`src/hw/rtl/lac_pkg.sv`:
```
// ----------------------------------------------------------------------------
// lac_pkg: shared types and constants of the layer alpha compositor
// Pixel beat formats, APB register map and divider lane layout.
// ----------------------------------------------------------------------------
package lac_pkg;

    localparam int LANES   = 4;   // red, green, blue, alpha
    localparam int CH_W    = 8;
    localparam int CH_ALPHA = 3;
    localparam int Q_W     = 8;   // quotient bits = number of divider cells
    localparam int W_W     = 17;  // weight width (510*a fits)
    localparam int DEN_W   = 18;  // divisor width
    localparam int PROD_W  = 25;  // 17x8 product
    localparam int REM_W   = 25;  // numerator never exceeds 255*130050
    localparam int ADDR_W  = 3;
    localparam int DATA_W  = 32;
    localparam int FOCUS_W = 17;

    localparam logic [FOCUS_W-1:0] FOCUS_NONE = '1;  // -1
    localparam logic [DEN_W-1:0]   DIV_FLAT   = DEN_W'(255);
    localparam logic [DEN_W-1:0]   DIV_ALPHA  = DEN_W'(510);
    localparam logic [DEN_W-1:0]   DIV_ONE    = DEN_W'(1);
    localparam logic [CH_W-1:0]    CH_MAX     = 8'hFF;

    // register index = paddr[2]
    localparam logic REG_DIM_ENABLE = 1'b0;
    localparam logic REG_FOCUS      = 1'b1;

    // action field of an input beat
    localparam logic ACT_UNDER   = 1'b0;
    localparam logic ACT_FLATTEN = 1'b1;

    typedef struct packed {
        logic              action;
        logic [15:0]       layer_id;
        logic [CH_W-1:0]   cur_red;
        logic [CH_W-1:0]   cur_green;
        logic [CH_W-1:0]   cur_blue;
        logic [CH_W-1:0]   cur_alpha;
        logic [CH_W-1:0]   src_red;
        logic [CH_W-1:0]   src_green;
        logic [CH_W-1:0]   src_blue;
        logic [CH_W-1:0]   src_alpha;
    } t_in_item;

    typedef struct packed {
        logic [CH_W-1:0] out_red;
        logic [CH_W-1:0] out_green;
        logic [CH_W-1:0] out_blue;
        logic [CH_W-1:0] out_alpha;
    } t_out_item;

    typedef struct packed {
        logic                      dim_enable;
        logic signed [FOCUS_W-1:0] focus_layer_id;
    } t_cfg;

    typedef enum logic [1:0] {
        MODE_PASS,   // canvas opaque: keep it
        MODE_COPY,   // canvas transparent: take the source
        MODE_BLEND,  // layer under canvas
        MODE_FLAT    // canvas over background
    } t_mode;

    typedef struct packed {
        logic [REM_W-1:0] rem;
        logic [REM_W-1:0] dv;
        logic [Q_W-1:0]   q;
    } t_lane;

    typedef t_lane [LANES-1:0] t_lanes;

endpackage

```
`src/hw/rtl/lac_cfg.sv`:
```
// ----------------------------------------------------------------------------
// lac_cfg: APB register file
// Holds the dim enable bit and the focused layer id.
// ----------------------------------------------------------------------------
module lac_cfg import lac_pkg::*; (
    input  logic              i_clk,
    input  logic              i_rst_n,
    input  logic              psel,
    input  logic              penable,
    input  logic              pwrite,
    input  logic [ADDR_W-1:0] paddr,
    input  logic [DATA_W-1:0] pwdata,
    output logic [DATA_W-1:0] prdata,
    output logic              pready,
    output t_cfg              o_cfg
);

    logic               r_dim_enable;
    logic [FOCUS_W-1:0] r_focus;
    logic               w_wr;

    assign pready = 1'b1;
    assign w_wr   = psel && penable && pwrite && pready;

    always_ff @(posedge i_clk) begin
        if (!i_rst_n) begin
            r_dim_enable <= 1'b0;
            r_focus      <= FOCUS_NONE;
        end else if (w_wr) begin
            unique case (paddr[2])
                REG_DIM_ENABLE: r_dim_enable <= pwdata[0];
                REG_FOCUS:      r_focus      <= pwdata[FOCUS_W-1:0];
                default:        r_focus      <= r_focus;
            endcase
        end
    end

    always_comb begin
        unique case (paddr[2])
            REG_DIM_ENABLE: prdata = {{(DATA_W-1){1'b0}}, r_dim_enable};
            REG_FOCUS:      prdata = {{(DATA_W-FOCUS_W){r_focus[FOCUS_W-1]}}, r_focus};
            default:        prdata = '0;
        endcase
    end

    assign o_cfg.dim_enable     = r_dim_enable;
    assign o_cfg.focus_layer_id = $signed(r_focus);

    a_focus_write: assert property (@(posedge i_clk) disable iff (!i_rst_n)
        (w_wr && paddr[2] == REG_FOCUS) |=> (r_focus == $past(pwdata[FOCUS_W-1:0])))
        else $error("focus register lost a write");

endmodule

```
`src/hw/rtl/lac_front.sv`:
```
// ----------------------------------------------------------------------------
// lac_front: classify, weight and multiply
// Three stages that turn a pixel beat into four numerator/divisor lanes
// for the divider chain. Copy and pass cases divide by one.
// ----------------------------------------------------------------------------
module lac_front import lac_pkg::*; (
    input  logic     i_clk,
    input  logic     i_rst_n,
    input  t_cfg     i_cfg,
    input  logic     i_valid,
    output logic     o_ready,
    input  t_in_item i_data,
    output logic     o_valid,
    input  logic     i_ready,
    output t_lanes   o_data
);

    // stage A: decode + layer weight multiply
    logic                            r_a_valid;
    t_mode                           r_a_mode;
    logic                            r_a_half;
    logic                            r_a_dimmed;
    logic [CH_W-1:0]                 r_a_alpha;
    logic [2*CH_W-1:0]               r_a_wl;
    logic [LANES-1:0][CH_W-1:0]      r_a_cur;
    logic [LANES-1:0][CH_W-1:0]      r_a_src;

    t_mode                           n_a_mode;
    logic                            w_dimmed;
    logic [CH_W-1:0]                 w_inv;
    logic [LANES-1:0][CH_W-1:0]      w_cur;
    logic [LANES-1:0][CH_W-1:0]      w_src;

    // stage B: products
    logic                            r_b_valid;
    logic [LANES-1:0][PROD_W-1:0]    r_b_p1;
    logic [LANES-1:0][PROD_W-1:0]    r_b_p2;
    logic [LANES-1:0][DEN_W-1:0]     r_b_dv;

    logic [W_W-1:0]                  w_wc;
    logic [W_W-1:0]                  w_wl;
    logic [DEN_W-1:0]                w_den;
    logic [CH_W-1:0]                 w_b_inv;
    logic [LANES-1:0][W_W-1:0]       w_w1;
    logic [LANES-1:0][W_W-1:0]       w_w2;
    logic [LANES-1:0][CH_W-1:0]      w_x1;
    logic [LANES-1:0][CH_W-1:0]      w_x2;
    logic [LANES-1:0][DEN_W-1:0]     n_b_dv;

    // stage C: sum, divisor aligned to quotient MSB
    logic                            r_c_valid;
    t_lanes                          r_c_data;
    t_lanes                          n_c_data;
    logic [LANES-1:0][PROD_W:0]      w_sum;

    logic w_a_ready;
    logic w_b_ready;
    logic w_c_ready;

    assign w_c_ready = !r_c_valid || i_ready;
    assign w_b_ready = !r_b_valid || w_c_ready;
    assign w_a_ready = !r_a_valid || w_b_ready;
    assign o_ready   = w_a_ready;

    // ---- stage A ----
    assign w_cur = {i_data.cur_alpha, i_data.cur_blue, i_data.cur_green, i_data.cur_red};
    assign w_src = {i_data.src_alpha, i_data.src_blue, i_data.src_green, i_data.src_red};
    assign w_inv = CH_MAX - i_data.cur_alpha;

    always_comb begin
        w_dimmed = i_cfg.dim_enable
                && (i_cfg.focus_layer_id != $signed(FOCUS_NONE))
                && ({1'b0, i_data.layer_id} != i_cfg.focus_layer_id);
        priority if (i_data.cur_alpha == CH_MAX) begin
            n_a_mode = MODE_PASS;
        end else if (i_data.cur_alpha == '0) begin
            n_a_mode = MODE_COPY;
        end else if (i_data.action == ACT_UNDER) begin
            n_a_mode = MODE_BLEND;
        end else begin
            n_a_mode = MODE_FLAT;
        end
    end

    always_ff @(posedge i_clk) begin
        if (!i_rst_n) begin
            r_a_valid <= 1'b0;
        end else if (w_a_ready) begin
            r_a_valid <= i_valid;
        end
    end

    always_ff @(posedge i_clk) begin
        if (w_a_ready && i_valid) begin
            r_a_mode   <= n_a_mode;
            r_a_half   <= (i_data.action == ACT_UNDER) && w_dimmed;
            r_a_dimmed <= w_dimmed;
            r_a_alpha  <= i_data.cur_alpha;
            r_a_wl     <= i_data.src_alpha * w_inv;
            r_a_cur    <= w_cur;
            r_a_src    <= w_src;
        end
    end

    // ---- stage B ----
    assign w_b_inv = CH_MAX - r_a_alpha;
    assign w_wc    = {r_a_alpha, 9'b0} - W_W'({r_a_alpha, 1'b0});  // 510*a
    assign w_wl    = r_a_dimmed ? {1'b0, r_a_wl} : {r_a_wl, 1'b0};
    assign w_den   = DEN_W'(w_wc) + DEN_W'(w_wl);

    always_comb begin
        for (int k = 0; k < LANES; k++) begin
            w_w1[k]   = W_W'(1);
            w_x1[k]   = r_a_cur[k];
            w_w2[k]   = '0;
            w_x2[k]   = '0;
            n_b_dv[k] = DIV_ONE;
            unique case (r_a_mode)
                MODE_PASS: begin
                    w_x1[k] = r_a_cur[k];
                end
                MODE_COPY: begin
                    w_x1[k] = (k == CH_ALPHA && r_a_half) ? (r_a_src[k] >> 1) : r_a_src[k];
                end
                MODE_BLEND: begin
                    w_w1[k] = w_wc;
                    w_w2[k] = w_wl;
                    if (k == CH_ALPHA) begin
                        // alpha = den / 510
                        w_x1[k]   = CH_W'(1);
                        w_x2[k]   = CH_W'(1);
                        n_b_dv[k] = DIV_ALPHA;
                    end else begin
                        w_x1[k]   = r_a_cur[k];
                        w_x2[k]   = r_a_src[k];
                        n_b_dv[k] = w_den;
                    end
                end
                MODE_FLAT: begin
                    n_b_dv[k] = DIV_FLAT;
                    if (k == CH_ALPHA) begin
                        // 255*255/255 gives an opaque result
                        w_w1[k] = W_W'(CH_MAX);
                        w_x1[k] = CH_MAX;
                    end else begin
                        w_w1[k] = W_W'(r_a_alpha);
                        w_x1[k] = r_a_cur[k];
                        w_w2[k] = W_W'(w_b_inv);
                        w_x2[k] = r_a_src[k];
                    end
                end
                default: begin
                    w_x1[k] = r_a_cur[k];
                end
            endcase
        end
    end

    always_ff @(posedge i_clk) begin
        if (!i_rst_n) begin
            r_b_valid <= 1'b0;
        end else if (w_b_ready) begin
            r_b_valid <= r_a_valid;
        end
    end

    always_ff @(posedge i_clk) begin
        if (w_b_ready && r_a_valid) begin
            for (int k = 0; k < LANES; k++) begin
                r_b_p1[k] <= PROD_W'(w_w1[k]) * PROD_W'(w_x1[k]);
                r_b_p2[k] <= PROD_W'(w_w2[k]) * PROD_W'(w_x2[k]);
                r_b_dv[k] <= n_b_dv[k];
            end
        end
    end

    // ---- stage C ----
    always_comb begin
        for (int k = 0; k < LANES; k++) begin
            w_sum[k]         = {1'b0, r_b_p1[k]} + {1'b0, r_b_p2[k]};
            n_c_data[k].rem  = w_sum[k][REM_W-1:0];
            n_c_data[k].dv   = {r_b_dv[k], {(Q_W-1){1'b0}}};
            n_c_data[k].q    = '0;
        end
    end

    always_ff @(posedge i_clk) begin
        if (!i_rst_n) begin
            r_c_valid <= 1'b0;
        end else if (w_c_ready) begin
            r_c_valid <= r_b_valid;
        end
    end

    always_ff @(posedge i_clk) begin
        if (w_c_ready && r_b_valid) begin
            r_c_data <= n_c_data;
        end
    end

    assign o_valid = r_c_valid;
    assign o_data  = r_c_data;

    a_divisor_nonzero: assert property (@(posedge i_clk) disable iff (!i_rst_n)
        r_b_valid |-> (r_b_dv[0] != '0 && r_b_dv[1] != '0 && r_b_dv[2] != '0
                       && r_b_dv[3] != '0))
        else $error("zero divisor entered the divider");

endmodule

```
`src/hw/rtl/lac_cell.sv`:
```
// ----------------------------------------------------------------------------
// lac_cell: one restoring-division step on four lanes
// Resolves one quotient bit per lane, then halves the divisor for the
// next cell in the row.
// ----------------------------------------------------------------------------
module lac_cell import lac_pkg::*; (
    input  logic   i_clk,
    input  logic   i_rst_n,
    input  logic   i_valid,
    output logic   o_ready,
    input  t_lanes i_data,
    output logic   o_valid,
    input  logic   i_ready,
    output t_lanes o_data
);

    logic             r_valid;
    t_lanes           r_data;
    t_lanes           n_data;
    logic [LANES-1:0] w_ge;

    always_comb begin
        for (int k = 0; k < LANES; k++) begin
            w_ge[k]        = i_data[k].rem >= i_data[k].dv;
            n_data[k].rem  = w_ge[k] ? (i_data[k].rem - i_data[k].dv) : i_data[k].rem;
            n_data[k].dv   = i_data[k].dv >> 1;
            n_data[k].q    = {i_data[k].q[Q_W-2:0], w_ge[k]};
        end
    end

    assign o_ready = !r_valid || i_ready;

    always_ff @(posedge i_clk) begin
        if (!i_rst_n) begin
            r_valid <= 1'b0;
        end else if (o_ready) begin
            r_valid <= i_valid;
        end
    end

    always_ff @(posedge i_clk) begin
        if (o_ready && i_valid) begin
            r_data <= n_data;
        end
    end

    assign o_valid = r_valid;
    assign o_data  = r_data;

    // remainder must end below the divisor it was tested against
    a_rem_bound: assert property (@(posedge i_clk) disable iff (!i_rst_n)
        (o_ready && i_valid) |=>
            (r_data[0].rem < $past(i_data[0].dv) && r_data[1].rem < $past(i_data[1].dv)
             && r_data[2].rem < $past(i_data[2].dv)
             && r_data[3].rem < $past(i_data[3].dv)))
        else $error("divider remainder out of range");

endmodule

```
`src/hw/rtl/layer_alpha_compositor.sv`:
```
// ----------------------------------------------------------------------------
// layer_alpha_compositor: RGBA8 under/flatten compositor
//
//   port group   dir   handshake            beat
//   i_in_*       in    i_in_valid/o_in_ready   t_in_item (canvas + source)
//   o_out_*      out   o_out_valid/i_out_ready t_out_item (new canvas pixel)
//   APB          in    psel/penable/pready     reg 0 dim_enable, reg 1 focus id
//
// One beat per clock while the output is not stalled. The pipe is 3 front
// stages, then a row of 8 division cells, one quotient bit each; the last
// cell is the output register. Reset clears all stage valids and sets the
// registers to dim off, focus none. A stalled output holds its beat; empty
// stages upstream keep filling, so input stalls only once the pipe is full.
// ----------------------------------------------------------------------------
module layer_alpha_compositor import lac_pkg::*; (
    input  logic              i_clk,
    input  logic              i_rst_n,
    input  logic              i_in_valid,
    output logic              o_in_ready,
    input  t_in_item          i_in_data,
    output logic              o_out_valid,
    input  logic              i_out_ready,
    output t_out_item         o_out_data,
    input  logic              psel,
    input  logic              penable,
    input  logic              pwrite,
    input  logic [ADDR_W-1:0] paddr,
    input  logic [DATA_W-1:0] pwdata,
    output logic [DATA_W-1:0] prdata,
    output logic              pready
);

    t_cfg           w_cfg;
    t_lanes         w_lanes [Q_W+1];
    logic [Q_W:0]   w_valid;
    logic [Q_W:0]   w_ready;

    lac_cfg u_cfg (
        .i_clk   (i_clk),
        .i_rst_n (i_rst_n),
        .psel    (psel),
        .penable (penable),
        .pwrite  (pwrite),
        .paddr   (paddr),
        .pwdata  (pwdata),
        .prdata  (prdata),
        .pready  (pready),
        .o_cfg   (w_cfg)
    );

    lac_front u_front (
        .i_clk   (i_clk),
        .i_rst_n (i_rst_n),
        .i_cfg   (w_cfg),
        .i_valid (i_in_valid),
        .o_ready (o_in_ready),
        .i_data  (i_in_data),
        .o_valid (w_valid[0]),
        .i_ready (w_ready[0]),
        .o_data  (w_lanes[0])
    );

    for (genvar g = 0; g < Q_W; g++) begin : g_cell
        lac_cell u_cell (
            .i_clk   (i_clk),
            .i_rst_n (i_rst_n),
            .i_valid (w_valid[g]),
            .o_ready (w_ready[g]),
            .i_data  (w_lanes[g]),
            .o_valid (w_valid[g+1]),
            .i_ready (w_ready[g+1]),
            .o_data  (w_lanes[g+1])
        );
    end

    assign w_ready[Q_W]         = i_out_ready;
    assign o_out_valid          = w_valid[Q_W];
    assign o_out_data.out_red   = w_lanes[Q_W][0].q;
    assign o_out_data.out_green = w_lanes[Q_W][1].q;
    assign o_out_data.out_blue  = w_lanes[Q_W][2].q;
    assign o_out_data.out_alpha = w_lanes[Q_W][CH_ALPHA].q;

    // with the output register empty nothing upstream can be blocked
    a_no_false_stall: assert property (@(posedge i_clk) disable iff (!i_rst_n)
        !o_out_valid |-> o_in_ready)
        else $error("input stalled while output is empty");

endmodule
```
`config.mk`:
```
export PLATFORM = sky130hd
export DESIGN_NAME = layer_alpha_compositor
export DESIGN_NICKNAME = d
export VERILOG_FILES = /design/src/hw/rtl/lac_pkg.sv /design/src/hw/rtl/lac_cfg.sv /design/src/hw/rtl/lac_front.sv /design/src/hw/rtl/lac_cell.sv /design/src/hw/rtl/layer_alpha_compositor.sv
export SDC_FILE = /design/constraint.sdc
export NUM_CORES = 2
export LEC_CHECK = 0
export BUFFER_PORTS_ARGS = -buffer_cell sky130_fd_sc_hd__buf_2
export CAP_MARGIN = 40
export CELL_PAD_IN_SITES_DETAIL_PLACEMENT = 0
export CELL_PAD_IN_SITES_GLOBAL_PLACEMENT = 2
export CORE_UTILIZATION = 47
export DETAILED_ROUTE_END_ITERATION = 8
export HOLD_SLACK_MARGIN = 0.03
export PLACE_DENSITY_LB_ADDON = 0.1
export SKIP_LAST_GASP = 1
export SLEW_MARGIN = 20
export SYNTH_ARGS = -nofsm -noshare
export SYNTH_HDL_FRONTEND = slang
export SYNTH_SLANG_ARGS = --single-unit
export TNS_END_PERCENT = 10
```
`constraint.sdc`:
```
create_clock -name i_clk -period 43.8 [get_ports i_clk]
set_clock_uncertainty 0.05 [all_clocks]
set_input_delay 2.19 -clock i_clk [delete_from_list [all_inputs] [get_ports i_clk]]
set_output_delay 2.19 -clock i_clk [all_outputs]
set_load 0.005 [all_outputs]
```
**Word-level counts from Yosys, hierarchy flattened**

Index checks and enable logic that the tools add are counted.

- Logic and storage cells: 293
- Memories: 0
- Output and inout bits: 67
- Memory bits (read-only): 0
- Latch bits: 0
- Bits in writable memories: 0
- Flip-flop bits (word level): 1581
- Input bits: 123

- Muxes and demuxes: 47
- Order comparisons: 32
- Reductions and logical operators: 45
- Bitwise operators: 2
- Add/sub/neg operators: 36
- Eq/ne operators: 6
- $mul: 9
- Shifts and indexed selects: 0
- Div/mod/pow operators: 0

Operator list:

| kind | count |
|---|---|
| 25-bit two-way mux | 28 |
| 17-bit by 8-bit multiplier with 25-bit output | 7 |
| 17-bit one-hot mux with 2 select lines | 3 |
| 25-bit adder | 4 |
| 25-bit by 18-bit >= comparator with 1-bit output | 4 |
| 25-bit by 19-bit >= comparator with 1-bit output | 4 |
| 25-bit by 20-bit >= comparator with 1-bit output | 4 |
| 25-bit by 21-bit >= comparator with 1-bit output | 4 |
| 25-bit by 22-bit >= comparator with 1-bit output | 4 |
| 25-bit by 23-bit >= comparator with 1-bit output | 4 |
| 25-bit by 24-bit >= comparator with 1-bit output | 4 |
| 25-bit >= comparator | 4 |
| 25-bit by 19-bit subtractor with 25-bit output | 4 |
| 25-bit by 20-bit subtractor with 25-bit output | 4 |
| 25-bit by 21-bit subtractor with 25-bit output | 4 |
| 25-bit by 22-bit subtractor with 25-bit output | 4 |
| 25-bit by 23-bit subtractor with 25-bit output | 4 |
| 25-bit by 24-bit subtractor with 25-bit output | 4 |
| 25-bit subtractor | 4 |
| 32-bit one-hot mux with 2 select lines | 1 |
| 8-bit one-hot mux with 2 select lines | 3 |
| 18-bit one-hot mux with 2 select lines | 1 |
| 17-bit two-way mux | 2 |
| 8-bit two-way mux | 4 |
| 22 further kinds | 64 |

**Depth between registers and ports, before layout**

- Depth in word-level cells: 13
- Depth in mapped cells: 27
- Gate-level depth less buffers: 25

**Hierarchy**

A second synthesis with hierarchy kept.

- Cells, all modules: 15016
- Area, all modules: 159680.6 µm²

Modules (own cells, without submodules):

| module | seq. area each (µm²) | cells each | instances | area an instance (µm²) |
|---|---|---|---|---|
| lac_front | 12612.1 | 5220 | 1 | 50553.5 |
| lac_cell (g_cell[5].u_cell ...) | 6866.6 | 1218 | 3 | 13778.2 |
| lac_cell (g_cell[0].u_cell ...) | 6866.6 | 1230 | 3 | 13315.3 |
| lac_cell (g_cell[4].u_cell) | 6866.6 | 1187 | 1 | 13416.6 |
| lac_cell (g_cell[3].u_cell) | 6866.6 | 1150 | 1 | 13355.3 |
| lac_cfg | 360.3 | 115 | 1 | 1074.8 |

**Worst setup path after synthesis**

Ideal clock, no wire load.

- Path kind: input port to flip-flop
- From: in i_out_ready
- To: reg u_front.r_b_dv, in the netlist u_front.n_c_data[15] (enable)
- Data required time: 42.639 ns
- Cell stages on the path: 7
- Setup time: 1.111 ns
- Arrival: 18.633 ns
- Path buffers: 0
- Setup slack: 24.006 ns
- Path through: nor2b_1 and3_1 and3_1 and2_1 and3_1 and2_0 a21boi_0

- Word-level cells in the longest chain between the ends: 11

RTL lines:

| item | line | text |
|---|---|---|
| start: declaration | layer_alpha_compositor.sv:22 | `input logic i_out_ready,` |
| 1-bit logical OR (8 in series) | lac_cell.sv:31 | `assign o_ready = !r_valid \|\| i_ready;` |
| 1-bit logical OR | lac_front.sv:60 | `assign w_c_ready = !r_c_valid \|\| i_ready;` |
| 1-bit logical OR | lac_front.sv:61 | `assign w_b_ready = !r_b_valid \|\| w_c_ready;` |
| 1-bit logical AND | lac_front.sv:168 | `if (w_b_ready && r_a_valid) begin` |
| end signal: indexed assignment | lac_front.sv:172 | `r_b_dv[k] <= n_b_dv[k];` |
| end: declaration | lac_front.sv:38 | `logic [LANES-1:0][DEN_W-1:0] r_b_dv;` |

No other way between the ends.
A chain may end at the register's enable or synchronous reset.

**Final worst setup path**

- From: reg u_front.r_a_mode[1]
- To: reg u_front.r_b_p1[49] in the netlist's numbering (data pin)

- Word-level cells in the longest chain between the ends: 4
- Elaborated cells between the ends (all ways): 8
- Those cells by class: 1 x mul; 3 x eq/ne; 2 x mux; 2 x reduce/logical

RTL lines:

| item | line | text |
|---|---|---|
| start: declaration | lac_front.sv:20 | `t_mode r_a_mode;` |
| start signal: assignment | lac_front.sv:95 | `r_a_mode <= n_a_mode;` |
| 2-bit equality test / 2-bit zero test (equally long branches) | lac_front.sv:118 | `unique case (r_a_mode)` |
| 3-bit OR reduction (no source line) | -- |  |
| 8-bit one-hot mux with 2 select lines | lac_front.sv:118 |  |
| 17-bit by 8-bit multiplier with 25-bit output (*) | lac_front.sv:170 | `r_b_p1[k] <= PROD_W'(w_w1[k]) * PROD_W'(w_x1[k]);` |
| end signal: indexed assignment | lac_front.sv:170 |  |
| end: declaration | lac_front.sv:36 | `logic [LANES-1:0][PROD_W-1:0] r_b_p1;` |

Mark *: on every way between the ends. The rest lies on a longest branch, timed or not.

==> results.json <==
{
  "status": "finished, final reports clean",
  "register_area_mm2": 0.04289,
  "cp.required_ns": 44.33,
  "path_max_fanout": 43,
  "critPathCaptureType": "flop",
  "utilization_pct": 52.12,
  "synth-edff-count": 1409,
  "antenna_found_initial": 13,
  "syn_to_final_growth_pct": 10.21,
  "top_level_ports": 190,
  "startpoint": "u_front.r_a_mode[1]$_SDFFCE_PP0P_",
  "die_area_mm2": 0.2359,
  "die_width_um": 485.7,
  "rr_worst_depth": 25,
  "grt_usage_pct": 26.24,
  "yosys-top-cells-count": "edfxtp_1 (1409), inv_1 (1192), nor2_1 (1063)",
  "drc": 0,
  "setup_tns_ns": 0,
  "ys_warn_count": 0,
  "setup_viol": 0,
  "period_share_pct": 19.33,
  "p_leak_nw": 51.25,
  "avgSynthCellArea_um2": 10.41,
  "via_per_inst": 5.466,
  "final_net_count": 12620,
  "grt_pass1_vias": 78200,
  "dr.pass1.iters": 7,
  "timing.fmax_mhz": 118.1,
  "netlist.area_leader.share_pct": 38.47,
  "synth_area_leader_cell": "edfxtp_1",
  "dp_hpwl_um": 251800,
  "ys_top_cells_by_area": "edfxtp_1 (38%), fa_1 (13%), ha_1 (11%)",
  "wl_per_cell_um": 22.06,
  "synth.most_common_cell": "edfxtp_1",
  "drive_gt1_share_pct": 7.850,
  "clock_sinks": 1438,
  "numCtsBuffers": 164,
  "drv_slew": 0,
  "post-route-min-period_ns": 8.465,
  "ys_seq_elements": 1438,
  "hold_viol_final": 0,
  "tightest_slew_ns": 0.9021,
  "grt_first_pass_wirelength_um": 467800,
  "async_reset_ff_share_pct": 0,
  "worst_ep_arrival_time_ns": 8.99,
  "hold_class": "reg -> reg",
  "powerDensity_mw_per_mm2": 39.34,
  "gp_congestion": 0.9294,
  "slew_headroom_pct": 39.23,
  "htree_levels": 4,
  "r2r_end": "u_front.r_b_p1[49]$_DFFE_PP_",
  "cts_setup_buffers": 0,
  "ant_nets": 0,
  "grt-ovfl-total": 0,
  "coreArea_mm2": 0.2325,
  "routed_wirelength_um": 309100,
  "grt_setup_unrepaired": "no",
  "yosysSeqAreaShare_pct": 39.00,
  "grt_max_degree": 75,
  "drtIter0Drc": 4453,
  "holdWs_ns": 0.3360,
  "die_y_um": 485.7,
  "portBuffers": 171,
  "setup_ws_ns": 35.34,
  "multi_input_area_mm2": 0.06190,
  "cts_resized": 0,
  "start_util_pct": 47.29,
  "cts_tree": "done",
  "cts_root_buffer": "clkbuf_16",
  "cts_hold_buffers": 0,
  "yosysUniqueCellTypes": 94,
  "insertion_delay_ns": 0.84,
  "worstSetupPathType": "reg -> reg",
  "syn_area_mm2": 0.1100,
  "clk_pin_slew_ns": 0.06,
  "drv_cap": 0,
  "hp-start": "g_cell[5].u_cell.o_data[118]$_DFFE_PP_",
  "clockBufferDepth": 3,
  "ys.flop_type": "edfxtp_1",
  "setup.worst_path.start_class": "flop",
  "num_rows": 177,
  "r2r_start": "u_front.r_a_mode[1]$_SDFFCE_PP0P_",
  "vias": 76600,
  "synth_cells": 10560,
  "fill_cells": 20740,
  "pre_cts_ws_ns": 35.40,
  "ff2ff_setup_slack_ns": 35.34,
  "endpoint": "u_front.r_b_p1[49]$_DFFE_PP_",
  "power.ir.vdd_worst_mv": 0.03435,
  "holdPathStages": 0,
  "power.total_w": 0.004767
}
critical path: stages (launching register included):
cell      delay (ns)
edfxtp_1        0.32
buf_4           0.46
inv_1           0.53
nor2_4          0.31
inv_1           0.26
nor3_1          0.25
buf_4           0.26
clkinv_1        0.53
buf_4           0.43
nor2_1          0.17
fa_1            0.46
fa_1            0.49
fa_1            0.55
inv_1           0.05
fa_1            0.52
inv_1           0.04
ha_1            0.36
a21oi_1         0.27
o211ai_1        0.18
a41oi_1         0.29
nand2b_1        0.08
o221a_2         0.26
or4b_1          0.51
a31o_2          0.25
a21oi_1         0.17
xnor2_1         0.08
worst min path at each step:
| stage | end | slack (ns) |
|---|---|---|
| floorplan | g_cell[1].u_cell.o_data[117]$_DFFE_PP_ | 0.35 |
| global placement | g_cell[7].u_cell.o_data[118]$_DFFE_PP_ | 0.35 |
| detailed placement | g_cell[3].u_cell.o_data[175]$_DFFE_PP_ | 0.35 |
| CTS | g_cell[6].u_cell.o_data[119]$_DFFE_PP_ | 0.34 |
| global route | g_cell[6].u_cell.o_data[119]$_DFFE_PP_ | 0.36 |
| finish | g_cell[6].u_cell.o_data[119]$_DFFE_PP_ | 0.34 |
registers in the layout (all words and copies together) (netlist names):
name,cells
u_front.r_a_half,1
u_front.r_a_wl,16
u_front.r_a_dimmed,1
u_front.r_b_valid,1
u_front.n_c_data,21
u_front.r_a_mode,2
u_front.r_a_alpha,8
u_front.r_a_cur,24
g_cell.u_cell.o_valid,8
u_cfg.r_focus,17
u_cfg.r_dim_enable,1
u_front.o_data,121
u_front.r_a_src,32
g_cell.u_cell.o_data,991
u_front.r_a_valid,1
u_front.r_b_p2,92
u_front.o_valid,1
u_front.r_b_p1,100
cell type report:
type / count / share of cell area (%)
antenna: 3 / 0.006194
clock inverter: 115 / 1.314
inverter: 1197 / 3.707
clock buffer: 188 / 3.503
multi-input combinational: 7703 / 51.07
sequential: 1438 / 35.39
tap: 3043 / 3.142
timing repair buffer: 327 / 1.864
kinds of logic (layout without fill, tap and decap cells):
kind of cell	Yosys count	count (layout)	synth area share (%)
fa+ha+maj	1661	1661	23.67
compound gates	2026	2026	11.66
simple gates	3067	3067	13.12
flops	1438	1438	39.00
other cells	2	67	0.006829
buf+inv	1483	1827	5.145
mux	185	185	1.825
xor+xnor	700	700	5.575
metrics by stage:
stage          instance area (um^2)  instances
2_1_floorplan                110200      10620
4_1_cts                      121000      14000
5_1_grt                      121200      14010
3_5_place_dp                 115100      13700
3_3_place_gp                 114900      13680
6_report                     121200      14010
placed cells by master, fill, tap and decap left out, types with 242 or more instances in the layout:
cell and instances:
edfxtp_1 1409, inv_1 1192, nor2_1 1059, ha_1 962, nand2_1 769, fa_1 699, a21oi_1 581, o21ai_0 500
xnor2_1 419, xor2_1 280, a21o_1 242
metal layers:
metal  up-vias  GRT usage [%]  part of all wire (%)
met5         -              0                0.0065
met3       571          2.517                   3.2
met1     37050          30.43                    40
met4         4          16.24                   7.0
met2      1610          46.60                    50
li1      37360              -                     -
power breakdown:
part	switching [W]	internal, W	leakage, nW
clock	0.000602	0.000852	2.78
sequential	0.0000506	0.00166	13.1
combinational	0.000963	0.000644	35.4
Note: power is estimated with default switching activity, not from simulation.
